==> src/sv/prefix_rectangle_mean_macros.svh <==
// Assertion macros used by the block's controller.
`ifndef PREFIX_RECTANGLE_MEAN_MACROS_SVH
`define PREFIX_RECTANGLE_MEAN_MACROS_SVH

// Consequent holds in the same cycle as the antecedent.
`define PRM_ASSERT_NOW(label, clk, rst_n, ante, cons, msg) \
  label: assert property (@(posedge clk) disable iff (!rst_n) (ante) |-> (cons)) \
    else $error(msg);

// Consequent holds in the cycle after the antecedent.
`define PRM_ASSERT_NEXT(label, clk, rst_n, ante, cons, msg) \
  label: assert property (@(posedge clk) disable iff (!rst_n) (ante) |=> (cons)) \
    else $error(msg);

`endif

==> src/sv/prm_pkg.sv <==
package prm_pkg;

  localparam int MaxCols       = 64;
  localparam int MaxRows       = 64;
  localparam int ElementBits   = 16;
  localparam int RowLengthBits = 7;

  localparam logic [RowLengthBits-1:0] RowLengthReset = RowLengthBits'(1);

  typedef struct packed {
    logic accept;
    logic sum_load;
    logic div_step;
    logic out_load;
  } prm_cmd_t;

  typedef struct packed {
    logic div_last;
  } prm_status_t;

endpackage

==> src/sv/prm_in_if.sv <==
interface prm_in_if #(
  parameter int EB = prm_pkg::ElementBits
);
  logic                 valid;
  logic                 ready;
  logic signed [EB-1:0] element;
  logic                 first;

  modport source (output valid, output element, output first, input ready);
  modport sink   (input valid, input element, input first, output ready);
endinterface

==> src/sv/prm_out_if.sv <==
interface prm_out_if #(
  parameter int EB = prm_pkg::ElementBits
);
  logic                 valid;
  logic                 ready;
  logic signed [EB-1:0] mean;
  logic                 row_end;
  logic                 overflow;

  modport source (output valid, output mean, output row_end, output overflow, input ready);
  modport sink   (input valid, input mean, input row_end, input overflow, output ready);
endinterface

==> src/sv/prefix_rectangle_mean.sv <==
// Running top-left rectangle mean of a signed matrix streamed in raster order.
// Each accepted item yields one result: the mean of all elements from (0,0) to
// the item's position, truncated toward zero, plus a row-end mark and an
// overflow mark once the row count reaches MAX_ROWS (mean then reads 0). A set
// first field starts a new matrix. Prefix sums of the previous row sit in a
// MAX_COLS-entry RAM. Each accepted item is registered, its rectangle sum is
// loaded into a restoring divider that retires one quotient bit per cycle over
// SW = ELEMENT_BITS + clog2(MAX_COLS*MAX_ROWS) bits, and the quotient is then
// loaded into the output register; one item is in flight at a time, so the next
// item is taken only after that load. A finished result waits in the output
// register while the next item is taken; a result that is still not taken when
// the next one finishes holds the block until it is. Write
// row_length only while idle; a row made longer inside a matrix reads prefix
// entries that may never have been written.
module prefix_rectangle_mean #(
  parameter int MAX_COLS     = prm_pkg::MaxCols,
  parameter int MAX_ROWS     = prm_pkg::MaxRows,
  parameter int ELEMENT_BITS = prm_pkg::ElementBits
) (
  input  logic                              clk_i,
  input  logic                              rst_ni,
  input  logic                              cfg_we_i,
  input  logic [prm_pkg::RowLengthBits-1:0] cfg_wdata_i,
  prm_in_if.sink                            in_i,
  prm_out_if.source                         out_o
);
  import prm_pkg::*;

  prm_cmd_t    cmd;
  prm_status_t status;

  prm_ctrl u_ctrl (
    .clk_i       (clk_i),
    .rst_ni      (rst_ni),
    .in_valid_i  (in_i.valid),
    .in_ready_o  (in_i.ready),
    .out_ready_i (out_o.ready),
    .out_valid_o (out_o.valid),
    .status_i    (status),
    .cmd_o       (cmd)
  );

  prm_datapath #(
    .MAX_COLS     (MAX_COLS),
    .MAX_ROWS     (MAX_ROWS),
    .ELEMENT_BITS (ELEMENT_BITS)
  ) u_datapath (
    .clk_i       (clk_i),
    .rst_ni      (rst_ni),
    .cfg_we_i    (cfg_we_i),
    .cfg_wdata_i (cfg_wdata_i),
    .element_i   (in_i.element),
    .first_i     (in_i.first),
    .cmd_i       (cmd),
    .status_o    (status),
    .mean_o      (out_o.mean),
    .row_end_o   (out_o.row_end),
    .overflow_o  (out_o.overflow)
  );

endmodule

==> src/sv/prm_ram.sv <==
module prm_ram #(
  parameter int  WIDTH = 8,
  parameter int  DEPTH = 64,
  localparam int AW    = (DEPTH > 1) ? $clog2(DEPTH) : 1
) (
  input  logic             clk_i,
  input  logic             we_i,
  input  logic [AW-1:0]    waddr_i,
  input  logic [WIDTH-1:0] wdata_i,
  input  logic             re_i,
  input  logic [AW-1:0]    raddr_i,
  output logic [WIDTH-1:0] rdata_o
);

  logic [WIDTH-1:0] mem_q [DEPTH];
  logic [WIDTH-1:0] rdata_q;

  always_ff @(posedge clk_i) begin
    if (we_i) begin
      mem_q[waddr_i] <= wdata_i;
    end
    if (re_i) begin
      rdata_q <= mem_q[raddr_i];
    end
  end

  assign rdata_o = rdata_q;

endmodule

==> src/sv/prm_datapath.sv <==
module prm_datapath #(
  parameter int MAX_COLS     = prm_pkg::MaxCols,
  parameter int MAX_ROWS     = prm_pkg::MaxRows,
  parameter int ELEMENT_BITS = prm_pkg::ElementBits
) (
  input  logic                                 clk_i,
  input  logic                                 rst_ni,
  input  logic                                 cfg_we_i,
  input  logic [prm_pkg::RowLengthBits-1:0]    cfg_wdata_i,
  input  logic signed [ELEMENT_BITS-1:0]       element_i,
  input  logic                                 first_i,
  input  prm_pkg::prm_cmd_t                    cmd_i,
  output prm_pkg::prm_status_t                 status_o,
  output logic signed [ELEMENT_BITS-1:0]       mean_o,
  output logic                                 row_end_o,
  output logic                                 overflow_o
);
  import prm_pkg::*;

  localparam int CW  = (MAX_COLS > 1) ? $clog2(MAX_COLS) : 1;
  localparam int LW  = $clog2(MAX_COLS + 1);
  localparam int RW  = $clog2(MAX_ROWS + 1);
  localparam int RSW = ELEMENT_BITS + $clog2(MAX_COLS);
  localparam int SW  = ELEMENT_BITS + $clog2(MAX_COLS * MAX_ROWS);
  localparam int NW  = $clog2(MAX_COLS * MAX_ROWS + 1);
  localparam int DCW = $clog2(SW + 1);

  // configuration
  logic [RowLengthBits-1:0] row_length_q;
  logic [LW-1:0]            len;

  // position state
  logic [CW-1:0]         col_q;
  logic [RW-1:0]         row_q;
  logic signed [RSW-1:0] run_q;

  // current item, combinational at accept
  logic [CW-1:0]         col_base, col_cur;
  logic [RW-1:0]         row_base;
  logic signed [RSW-1:0] elem_ext, run_cur;
  logic                  over_cur, last_cur;

  // item registers
  logic [CW-1:0]         icol_q;
  logic [RW-1:0]         irow_q;
  logic signed [RSW-1:0] irun_q;
  logic                  iover_q, ilast_q;

  // rectangle sum and divisor
  logic [SW-1:0]         rdata;
  logic signed [SW-1:0]  above, total;
  logic [RW:0]           rp1;
  logic [CW:0]           cp1;
  logic [RW+CW+1:0]      prod;

  // divider
  logic [SW-1:0]  quot_q, quot_neg;
  logic [NW-1:0]  rem_q, dvsr_q;
  logic           neg_q;
  logic [DCW-1:0] dcnt_q;
  logic [NW:0]    shifted;
  logic [NW+1:0]  trial;

  // result
  logic signed [ELEMENT_BITS-1:0] mean_q;
  logic                           row_end_q, overflow_q;

  always_ff @(posedge clk_i or negedge rst_ni) begin
    if (!rst_ni) begin
      row_length_q <= RowLengthReset;
    end else if (cfg_we_i) begin
      row_length_q <= cfg_wdata_i;
    end
  end

  // zero length counts as one, oversize saturates
  always_comb begin
    if (row_length_q == '0) begin
      len = LW'(1);
    end else if (32'(row_length_q) > 32'(MAX_COLS)) begin
      len = LW'(MAX_COLS);
    end else begin
      len = LW'(row_length_q);
    end
  end

  always_comb begin
    col_base = first_i ? '0 : col_q;
    row_base = first_i ? '0 : row_q;
    // a shortened row ends at its new last column
    if (32'(col_base) >= 32'(len)) begin
      col_cur = CW'(len - LW'(1));
    end else begin
      col_cur = col_base;
    end
    elem_ext = RSW'(element_i);
    run_cur  = (col_cur == '0) ? elem_ext : run_q + elem_ext;
    over_cur = 32'(row_base) >= 32'(MAX_ROWS);
    last_cur = (32'(col_cur) + 32'd1) >= 32'(len);
  end

  always_ff @(posedge clk_i or negedge rst_ni) begin
    if (!rst_ni) begin
      col_q <= '0;
      row_q <= '0;
      run_q <= '0;
    end else if (cmd_i.accept) begin
      col_q <= last_cur ? '0 : CW'(col_cur + CW'(1));
      row_q <= (last_cur && !over_cur) ? RW'(row_base + RW'(1)) : row_base;
      run_q <= run_cur;
    end
  end

  always_ff @(posedge clk_i) begin
    if (cmd_i.accept) begin
      icol_q  <= col_cur;
      irow_q  <= row_base;
      irun_q  <= run_cur;
      iover_q <= over_cur;
      ilast_q <= last_cur;
    end
  end

  // first row has nothing above it
  always_comb begin
    above = (irow_q != '0) ? signed'(rdata) : '0;
    total = SW'(irun_q) + above;
    rp1   = {1'b0, irow_q} + (RW+1)'(1);
    cp1   = {1'b0, icol_q} + (CW+1)'(1);
    prod  = (RW+CW+2)'(rp1) * (RW+CW+2)'(cp1);
  end

  prm_ram #(
    .WIDTH (SW),
    .DEPTH (MAX_COLS)
  ) u_prefix_ram (
    .clk_i   (clk_i),
    .we_i    (cmd_i.sum_load && !iover_q),
    .waddr_i (icol_q),
    .wdata_i (total),
    .re_i    (cmd_i.accept),
    .raddr_i (col_cur),
    .rdata_o (rdata)
  );

  // restoring division on the magnitude, one quotient bit per step
  always_comb begin
    shifted = {rem_q, quot_q[SW-1]};
    trial   = {1'b0, shifted} - {2'b00, dvsr_q};
  end

  always_ff @(posedge clk_i or negedge rst_ni) begin
    if (!rst_ni) begin
      dcnt_q <= '0;
    end else if (cmd_i.sum_load) begin
      dcnt_q <= '0;
    end else if (cmd_i.div_step) begin
      dcnt_q <= dcnt_q + DCW'(1);
    end
  end

  always_ff @(posedge clk_i) begin
    if (cmd_i.sum_load) begin
      quot_q <= total[SW-1] ? SW'(-total) : SW'(total);
      rem_q  <= '0;
      dvsr_q <= NW'(prod);
      neg_q  <= total[SW-1];
    end else if (cmd_i.div_step) begin
      if (!trial[NW+1]) begin
        rem_q  <= NW'(trial);
        quot_q <= {quot_q[SW-2:0], 1'b1};
      end else begin
        rem_q  <= NW'(shifted);
        quot_q <= {quot_q[SW-2:0], 1'b0};
      end
    end
  end

  assign status_o.div_last = (dcnt_q == DCW'(SW - 1));
  assign quot_neg          = -quot_q;

  always_ff @(posedge clk_i) begin
    if (cmd_i.out_load) begin
      if (iover_q) begin
        mean_q <= '0;
      end else if (neg_q) begin
        mean_q <= ELEMENT_BITS'(quot_neg);
      end else begin
        mean_q <= ELEMENT_BITS'(quot_q);
      end
      row_end_q  <= ilast_q;
      overflow_q <= iover_q;
    end
  end

  assign mean_o     = mean_q;
  assign row_end_o  = row_end_q;
  assign overflow_o = overflow_q;

endmodule

==> src/sv/prm_ctrl.sv <==
`include "prefix_rectangle_mean_macros.svh"

module prm_ctrl (
  input  logic                 clk_i,
  input  logic                 rst_ni,
  input  logic                 in_valid_i,
  output logic                 in_ready_o,
  input  logic                 out_ready_i,
  output logic                 out_valid_o,
  input  prm_pkg::prm_status_t status_i,
  output prm_pkg::prm_cmd_t    cmd_o
);
  import prm_pkg::*;

  localparam logic [1:0] StIdle = 2'd0;
  localparam logic [1:0] StSum  = 2'd1;
  localparam logic [1:0] StDiv  = 2'd2;
  localparam logic [1:0] StFin  = 2'd3;

  logic [1:0] state_q, state_d;
  logic       out_valid_q, out_valid_d;

  assign in_ready_o = (state_q == StIdle);

  always_comb begin
    cmd_o   = '0;
    state_d = state_q;
    unique case (state_q)
      StIdle: begin
        if (in_valid_i) begin
          cmd_o.accept = 1'b1;
          state_d      = StSum;
        end
      end
      StSum: begin
        cmd_o.sum_load = 1'b1;
        state_d        = StDiv;
      end
      StDiv: begin
        cmd_o.div_step = 1'b1;
        if (status_i.div_last) begin
          state_d = StFin;
        end
      end
      StFin: begin
        // hold until the output slot frees up
        if (!out_valid_q || out_ready_i) begin
          cmd_o.out_load = 1'b1;
          state_d        = StIdle;
        end
      end
      default: state_d = StIdle;
    endcase
  end

  always_comb begin
    if (cmd_o.out_load) begin
      out_valid_d = 1'b1;
    end else if (out_ready_i) begin
      out_valid_d = 1'b0;
    end else begin
      out_valid_d = out_valid_q;
    end
  end

  always_ff @(posedge clk_i or negedge rst_ni) begin
    if (!rst_ni) begin
      state_q     <= StIdle;
      out_valid_q <= 1'b0;
    end else begin
      state_q     <= state_d;
      out_valid_q <= out_valid_d;
    end
  end

  assign out_valid_o = out_valid_q;

  `PRM_ASSERT_NEXT(a_accept_then_sum, clk_i, rst_ni, in_valid_i && in_ready_o, state_q == StSum, "accepted item did not move to sum")
  `PRM_ASSERT_NOW(a_load_into_free_slot, clk_i, rst_ni, cmd_o.out_load, !out_valid_q || out_ready_i, "result overwrote an untaken result")
  `PRM_ASSERT_NEXT(a_last_step_finishes, clk_i, rst_ni, cmd_o.div_step && status_i.div_last, state_q == StFin, "division did not finish after last step")

endmodule
==> src/flat_wrapper.sv <==
// flat-port wrapper written by rule: the top's interface ports become plain ports
module prefix_rectangle_mean_flat import prm_pkg::*;
#(
  parameter int MAX_COLS     = prm_pkg::MaxCols,
  parameter int MAX_ROWS     = prm_pkg::MaxRows,
  parameter int ELEMENT_BITS = prm_pkg::ElementBits
)
  (clk_i, rst_ni, cfg_we_i, cfg_wdata_i, in_i_valid, in_i_element, in_i_first, in_i_ready, out_o_valid, out_o_mean, out_o_row_end, out_o_overflow, out_o_ready);
  prm_in_if in_i_i ();
  prm_out_if out_o_i ();
  input  logic clk_i;
  input  logic rst_ni;
  input  logic cfg_we_i;
  input  logic [prm_pkg::RowLengthBits-1:0] cfg_wdata_i;
  input wire logic [$bits(in_i_i.valid)-1:0] in_i_valid;
  input wire logic [$bits(in_i_i.element)-1:0] in_i_element;
  input wire logic [$bits(in_i_i.first)-1:0] in_i_first;
  output wire logic [$bits(in_i_i.ready)-1:0] in_i_ready;
  output wire logic [$bits(out_o_i.valid)-1:0] out_o_valid;
  output wire logic [$bits(out_o_i.mean)-1:0] out_o_mean;
  output wire logic [$bits(out_o_i.row_end)-1:0] out_o_row_end;
  output wire logic [$bits(out_o_i.overflow)-1:0] out_o_overflow;
  input wire logic [$bits(out_o_i.ready)-1:0] out_o_ready;
  assign in_i_i.valid = in_i_valid;
  assign in_i_i.element = in_i_element;
  assign in_i_i.first = in_i_first;
  assign in_i_ready = in_i_i.ready;
  assign out_o_valid = out_o_i.valid;
  assign out_o_mean = out_o_i.mean;
  assign out_o_row_end = out_o_i.row_end;
  assign out_o_overflow = out_o_i.overflow;
  assign out_o_i.ready = out_o_ready;
  prefix_rectangle_mean #(.MAX_COLS(MAX_COLS), .MAX_ROWS(MAX_ROWS), .ELEMENT_BITS(ELEMENT_BITS)) u_core (.clk_i(clk_i), .rst_ni(rst_ni), .cfg_we_i(cfg_we_i), .cfg_wdata_i(cfg_wdata_i), .in_i(in_i_i), .out_o(out_o_i));
endmodule
==> config.mk <==
export PLATFORM = sky130hd
export DESIGN_NAME = prefix_rectangle_mean_flat
export DESIGN_NICKNAME = d
export VERILOG_FILES = /design/src/sv/prm_pkg.sv /design/src/sv/prm_in_if.sv /design/src/sv/prm_out_if.sv /design/src/sv/prefix_rectangle_mean.sv /design/src/sv/prm_ram.sv /design/src/sv/prm_datapath.sv /design/src/sv/prm_ctrl.sv /design/src/flat_wrapper.sv
export VERILOG_INCLUDE_DIRS = /design/src /design/src/sv
export SDC_FILE = /design/constraint.sdc
export NUM_CORES = 2
export LEC_CHECK = 0
export BUFFER_PORTS_ARGS = -buffer_cell sky130_fd_sc_hd__buf_2
export CAP_MARGIN = 15
export CORE_MARGIN = 2
export CORE_UTILIZATION = 60
export CTS_CLUSTER_SIZE = 24
export DETAILED_ROUTE_END_ITERATION = 16
export GPL_ROUTABILITY_DRIVEN = 0
export PLACE_DENSITY_LB_ADDON = 0.2
export REMOVE_ABC_BUFFERS = 1
export SETUP_SLACK_MARGIN = 0.2
export SKIP_LAST_GASP = 1
export SLEW_MARGIN = 20
export SYNTH_ARGS = -nofsm -noshare
export SYNTH_HDL_FRONTEND = slang
export SYNTH_SLANG_ARGS = --single-unit
==> constraint.sdc <==
create_clock -name clk_i -period 9.99 [get_ports clk_i]
set_input_delay 0.4995 -clock clk_i [delete_from_list [all_inputs] [get_ports clk_i]]
set_output_delay 0.4995 -clock clk_i [all_outputs]
set_load 0.01 [all_outputs]
== Word-level counts from Yosys, hierarchy flattened ==
Memories as Yosys holds them, arrays and structs flattened. A register that Yosys moved wholly into a read port is not among the register bits.
Cells that the tools add are included.

* Bits in registers: 160
* Memories kept: 1
* Memory bits (writable): 1792
* Output and inout port bits: 20

{| class="wikitable"
|+ Memories
! memory !! depth !! width !! read ports !! clocked after Yosys merged registers in !! wr ports !! RTL line !! text
|-
| u_core.u_datapath.u_prefix_ram.mem_q || 64 || 28 || 1 || 1 || 1 || prm_ram.sv:15 || <nowiki>logic [WIDTH-1:0] mem_q [DEPTH];</nowiki>
|}

* Eq/ne operators: 7
* Reductions and logical operators: 13
* Add/sub/neg operators: 12
* Multiply operators: 1
* $lt $le $gt $ge: 4
* Muxes and demuxes: 31

{| class="wikitable"
|+ Operator list
! kind !! count
|-
| 28-bit two-way mux || 4
|-
| 22-bit by 28-bit adder with 28-bit output || 1
|-
| 7-bit two-way mux || 4
|-
| 28-bit negation || 1
|-
| 22-bit by 16-bit adder with 22-bit output || 1
|-
| 22-bit two-way mux || 1
|-
| 6-bit two-way mux || 3
|-
| 16-bit two-way mux || 1
|-
| 16-bit negation || 1
|-
| 14-bit by 13-bit subtractor with 15-bit output || 1
|-
| 6-bit by 1-bit adder with 7-bit output (second input constant) || 2
|-
| 8-bit by 7-bit multiplier with 13-bit output || 1
|-
| 13-bit two-way mux || 1
|-
| 1-bit two-way mux || 11
|-
| 5-bit two-way mux || 2
|-
| 7-bit by 1-bit adder with 8-bit output (second input constant) || 1
|-
| 2-bit one-hot mux with 4 select lines || 1
|-
| 7-bit by 1-bit adder with 7-bit output (second input constant) || 1
|-
| 6-bit by 7-bit greater-or-equal comparator with 1-bit output || 1
|-
| 7-bit greater-or-equal comparator || 1
|-
| 7-bit greater-or-equal comparator (second input constant) || 1
|-
| 7-bit > comparator (second input constant) || 1
|-
| 7-bit logical NOT || 1
|-
| 7-bit nonzero test || 1
|-
| 16 further kinds || 24
|}

== Longest topological paths before layout ==
* Depth after elaboration: 9
* Gate-level depth with buffers: 28

== By module ==
From an unflattened synthesis, not the netlist that was laid out.

* Cell total of the unflattened synthesis: 4516
* Area, all modules: 82641.8 um^2

{| class="wikitable"
|+ Modules (own cells, without submodules)
! module !! instances !! area each (um^2) !! cells each
|-
| prm_ram || 1 || 69469.1 || 3105
|-
| prm_datapath || 1 || 12937.4 || 1390
|-
| prm_ctrl || 1 || 235.2 || 21
|}

== Worst setup path after synthesis ==
OpenSTA, ideal clock, no wires.

* Kind: register -> register
* From: reg u_core.u_datapath.irow_q[4]
* To: reg u_core.u_datapath.quot_q[21] (data pin)
* Cell stages (with the launch flop): 16
* Slack: 2882 ps
* Path buffers: 1
* Data required time: 9730 ps
* Clock period less this slack: 7108 ps
* Arrival time: 6848 ps
* Setup time: 260 ps
* Path through: edfxtp_1 > nor4_1 > nand3b_1 > clkbuf_1 > and2_1 > ha_1 > a211o_1 > a21oi_1 > o2bb2ai_1 > or2_2 > o311ai_1 > nor3_1 > and3_1 > a31o_2 > xnor2_1 > mux2_2

* Longest elaborated chain between the ends: 6

{| class="wikitable"
|+ Ends and longest elaborated chain
! what !! RTL line !! text
|-
| start, declared || prm_datapath.sv:45 || <nowiki>logic [RW-1:0] irow_q;</nowiki>
|-
| start signal, assigned || prm_datapath.sv:117 || <nowiki>irow_q <= row_base;</nowiki>
|-
| 7-bit nonzero test || prm_datapath.sv:126 || <nowiki>above = (irow_q != '0) ? signed'(rdata) : '0;</nowiki>
|-
| 28-bit two-way mux || prm_datapath.sv:126 ||
|-
| 22-bit by 28-bit adder with 28-bit output || prm_datapath.sv:127 || <nowiki>total = SW'(irun_q) + above;</nowiki>
|-
| net u_core.u_datapath.total[15] || prm_datapath.sv:51 || <nowiki>logic signed [SW-1:0] above, total;</nowiki>
|-
| 28-bit negation || prm_datapath.sv:164 || <nowiki>quot_q <= total[SW-1] ? SW'(-total) : SW'(total);</nowiki>
|-
| 28-bit two-way mux || prm_datapath.sv:164 ||
|-
| 28-bit two-way mux || prm_datapath.sv:163 || <nowiki>if (cmd_i.sum_load) begin</nowiki>
|-
| end signal, assigned || prm_datapath.sv:164 ||
|-
| end signal, assigned || prm_datapath.sv:171 || <nowiki>quot_q <= {quot_q[SW-2:0], 1'b1};</nowiki>
|-
| end signal, assigned || prm_datapath.sv:174 || <nowiki>quot_q <= {quot_q[SW-2:0], 1'b0};</nowiki>
|-
| end, declared || prm_datapath.sv:57 || <nowiki>logic [SW-1:0] quot_q, quot_neg;</nowiki>
|}

The timed path passes the listed nets, and every way through them passes these cells.
A chain may end at the register's enable or synchronous reset.

== Worst setup path in the final report ==
* From: reg u_core.u_datapath.row_length_q[3]
* To: reg u_core.u_datapath.u_prefix_ram.rdata_q[1], in the netlist u_core.u_datapath.u_prefix_ram.rdata_o[1], read port of u_core.u_datapath.u_prefix_ram.mem_q (data pin)

* Longest elaborated chain between the ends: 5

{| class="wikitable"
|+ Ends and longest elaborated chain
! what !! RTL line !! text
|-
| start, declared || prm_datapath.sv:29 || <nowiki>logic [RowLengthBits-1:0] row_length_q;</nowiki>
|-
| start signal, assigned || prm_datapath.sv:70 || <nowiki>row_length_q <= RowLengthReset;</nowiki>
|-
| start signal, assigned || prm_datapath.sv:72 || <nowiki>row_length_q <= cfg_wdata_i;</nowiki>
|-
| 7-bit > comparator || prm_datapath.sv:80 || <nowiki>end else if (32'(row_length_q) > 32'(MAX_COLS)) begin</nowiki>
|-
| 7-bit two-way mux || prm_datapath.sv:80 ||
|-
| 7-bit two-way mux * || prm_datapath.sv:78 || <nowiki>if (row_length_q == '0) begin</nowiki>
|-
| 6-bit by 1-bit subtractor with 6-bit output / 6-bit by 7-bit greater-or-equal comparator with 1-bit output (equally long branches) || prm_datapath.sv:92, prm_datapath.sv:91 ||
|-
| 6-bit two-way mux * || prm_datapath.sv:91 || <nowiki>if (32'(col_base) >= 32'(len)) begin</nowiki>
|-
| end, declared || prm_ram.sv:16 || <nowiki>logic [WIDTH-1:0] rdata_q;</nowiki>
|}

Every way passes the cells marked *; elsewhere a longest branch is shown, timed or not.

==> flow_summary.toml <==
[route]
drt-wirelength-per-cell_um = 28.6
first_iter_violations = 6558
wl_um = 220000
avgViaCountPerCell = 6.52
ant_nets = 0
num_vias = 50100
drc_errors = 0
dr.pass1.iters = 7

[logic_synthesis]
synthXorXnorAreaFrac = 0.0103
netlist_instances = 5548
ys_async_sr_fraction = 0.0253
synth_compound_area_frac = 0.0619
yosys.cell_types.count = 82
yosys_warnings = 0
ys.flop_type = "edfxtp_1"
ys_seq_elements = 1979
yosysSeqAreaShare = 0.700
synthAdderAreaFrac = 0.0243
synthMuxAreaShare = 0.107
synth_edf_count = 1916
synth_top_family_by_area = "multiplexers"
syn_area_sq_mm = 0.0844
synth_simple_gate_area_frac = 0.0749
syn_avg_cell_area_sq_um = 15.2

[min_path]
min_to = "u_core.u_ctrl.out_valid_o$_DFFE_PN0P_"
hp-start = "out_o_ready"
hold_depth = 3
hold_class = "primary input to flip-flop"

[status]
status = "complete, no violations"

[die]
dieHeight_um = 379
num_rows = 137
core_sq_mm = 0.140
initial_core_util = 0.605
die-area_sq_mm = 0.144
ios = 49
die_x_um = 379

[timing]
relSlewSlack = 0.186
worst_clock_skew_ns = 0.0396
rsz0062_at_grt = "false"
setup_viol = 0
min_period_over_period = 0.768
hold_viol = 0
max_freq_ghz = 0.130
maxSlewViolCount = 0
worstMarginPinSlew_ns = 1.22
finalCriticalPeriod_ns = 7.67

[worst_setup_path]
regToRegSetupSlack_ns = 2.32
crit_path_end_kind = "flip-flop"
critPathLaunchType = "flip-flop"
crit_fanout = 87
critPathTopFamily = "compound AO/OA/AOI/OAI gates"
cp_cell_sequence = "nor2_1 -> nand2_1 -> o21bai_2 -> buf_4 -> and2_1 -> ha_1 -> nand2b_1 -> a21o_1 -> a221o_1 -> a21oi_4 -> buf_4 -> o21a_4 -> clkinv_16 -> buf_4 -> buf_4 -> mux2i_1 -> mux2i_1 -> o221ai_1 -> a211oi_1 -> or3_1"
max_stage_delay_ns = 0.84
critical_path_class = "flip-flop to flip-flop"
cp_common_cell = "buf_4"
r2r_start = "u_core.u_datapath.row_length_q[3]$_DFFE_PN0P_"
crit_start = "u_core.u_datapath.row_length_q[3]$_DFFE_PN0P_"
cp.required_ns = 10.67
crit_arrival_ns = 8.35
reg2regPathDepth = 20
crit_buf_inv = 5
r2r-end = "u_core.u_datapath.u_prefix_ram.rdata_o[1]$_DFFE_PP_"
crit_path_top_delay_cell = "a211oi_1"

[power]
ir_drop_mv = 0.555
p_leak_nw = 32.0
power_w = 0.0325
powerDensity_mw_per_mm2 = 347

[clocking]
tritoncts = "done"
clockRootBuffer = "clkbuf_16"
htree_levels = 4
numCtsBuffers = 192
cts_sinks = 1979
post_cts_buffers = 0
clk_path_buf_depth = 3
clk_latency_ns = 0.83
hold_buffers = 11
post_cts_resize_count = 0
clkTransAtPathRegs_ns = 0.06

[placement]
place_hpwl_um = 126000
dpl_cell_area_sq_mm = 0.0874
placed_cells = 7304
portBuffers = 48

[flow_run]
maxCapViolCount = 0

[global_routing]
grt.overflow.total = 0
antenna_found_initial = 8
grt_first_pass_wirelength_um = 319000
grt_pass1_vias = 48200
grt_usage = 0.307
grt_max_degree = 128

[finish]
drive_gt1_frac = 0.126
final_cell_mix = "edfxtp_1, nand2_1, mux2i_1"
syn2layout_area_growth_pct = 11.2
layout_commonest_cell = "edfxtp_1"
fin_cells = 7684
design_area_sq_mm = 0.0938
fin_util = 0.672
nNetsFinal = 5817
## power by group
group	switching (W)	internal, W	total (W)
Clock	0.00309	0.00391	0.00700
Sequential	0.000321	0.0129	0.0133
Combinational	0.00884	0.00340	0.0122
Total	0.0122	0.0203	0.0325
## tightest hold or removal path, cell delays in order
cell      delay [ns]
buf_2           0.07
nand2b_1        0.16
nand2_1         0.07
## routing by layer
layer,global-route usage,routed length [um]
met2,0.480,102000
met4,0.117,8290
met5,0,41
met1,0.426,84600
met3,0.0659,24400
## cells by family (layout without fill, tap and decap cells)
logic type,after synthesis,in the layout
other,0,5
flip-flops,1979,1979
buffers and inverters,427,682
AO/OA/AOI/OAI,732,732
multiplexers,759,759
AND/OR/NAND/NOR,1407,1407
XOR/XNOR,99,99
adder cells (fa/ha/maj),145,145
## per-stage QoR
stage	TNS [ns]	worst slack, ns	hold slack (ns)
floorplan	-1170.30	-16.62	0.204
finish	0	2.32	0.0501
detailed placement	0	2.44	0.454
global route	0	1.93	0.0328
CTS	0	2.42	0.00768
global placement	0	2.54	0.456
## area by class of cell
type / instances / area (sq um)
Antenna cell: 5 / 12.5
Fill cell: 9454 / 45700
Sequential cell: 1979 / 59000
Inverter: 137 / 556
Timing Repair Buffer: 191 / 1640
Multi-Input combinational cell: 3142 / 24100
Clock inverter: 113 / 998
Tap cell: 1876 / 2350
Clock buffer: 241 / 5060
## worst max-delay path by stage
stage                                                          end  slack (ns)  cells after the start
6_report       u_core.u_datapath.u_prefix_ram.rdata_o[1]$_DFFE_PP_        2.32                     20
5_1_grt                     u_core.u_datapath.row_q[4]$_DFFE_PN0P_        1.93                     24
4_1_cts        u_core.u_datapath.u_prefix_ram.rdata_o[1]$_DFFE_PP_        2.42                     20
3_5_place_dp   u_core.u_datapath.u_prefix_ram.rdata_o[1]$_DFFE_PP_        2.44                     20
3_3_place_gp   u_core.u_datapath.u_prefix_ram.rdata_o[1]$_DFFE_PP_        2.54                     20
2_1_floorplan               u_core.u_datapath.row_q[1]$_DFFE_PN0P_      -16.62                     21
## sequential cells by signal (all words and copies together), names as in the netlist
register	count
u_core.u_ctrl.out_valid_o	1
u_core.u_ctrl.state_q	2
u_core.u_datapath.col_q	6
u_core.u_datapath.dcnt_q	5
u_core.u_datapath.dvsr_q	13
u_core.u_datapath.icol_q	6
u_core.u_datapath.ilast_q	1
u_core.u_datapath.irow_q	7
u_core.u_datapath.irun_q	22
u_core.u_datapath.mean_o	16
u_core.u_datapath.neg_q	1
u_core.u_datapath.overflow_o	1
u_core.u_datapath.quot_q	28
u_core.u_datapath.rem_q	13
u_core.u_datapath.row_end_o	1
u_core.u_datapath.row_length_q	7
u_core.u_datapath.row_q	7
u_core.u_datapath.run_q	22
u_core.u_datapath.u_prefix_ram.mem_q	1792
u_core.u_datapath.u_prefix_ram.rdata_o	28
## synth_stat cells (all sizes together), types with 17 or more instances
library cell	count	area share
edfxtp	1916	0.68
nand2	663	0.029
mux2i	614	0.073
nand3	279	0.017
nor2	197	0.0088
clkbuf	173	0.0078
inv	136	0.0060
buf	117	0.0080
ha	114	0.017
o21ai	114	0.0068
mux4	112	0.030
a21oi	98	0.0059
o211ai	85	0.0076
a211oi	75	0.0067
o221ai	72	0.0075
xnor2	53	0.0055
and2	50	0.0037
dfrtp	49	0.015
a21o	46	0.0041
xor2	46	0.0048
nor3	38	0.0023
a31oi	33	0.0024
mux2	33	0.0044
nor2b	32	0.0024
fa	31	0.0074
a32oi	30	0.0031
or3	29	0.0021
and3	27	0.0020
nand2b	24	0.0018
o21a	21	0.0019
o211a	19	0.0023
or4	19	0.0017
a31o	18	0.0019
o2111ai	18	0.0019
o22ai	17	0.0013
o31ai	17	0.0015
No activity file was read; power rests on OpenSTA's default activity.
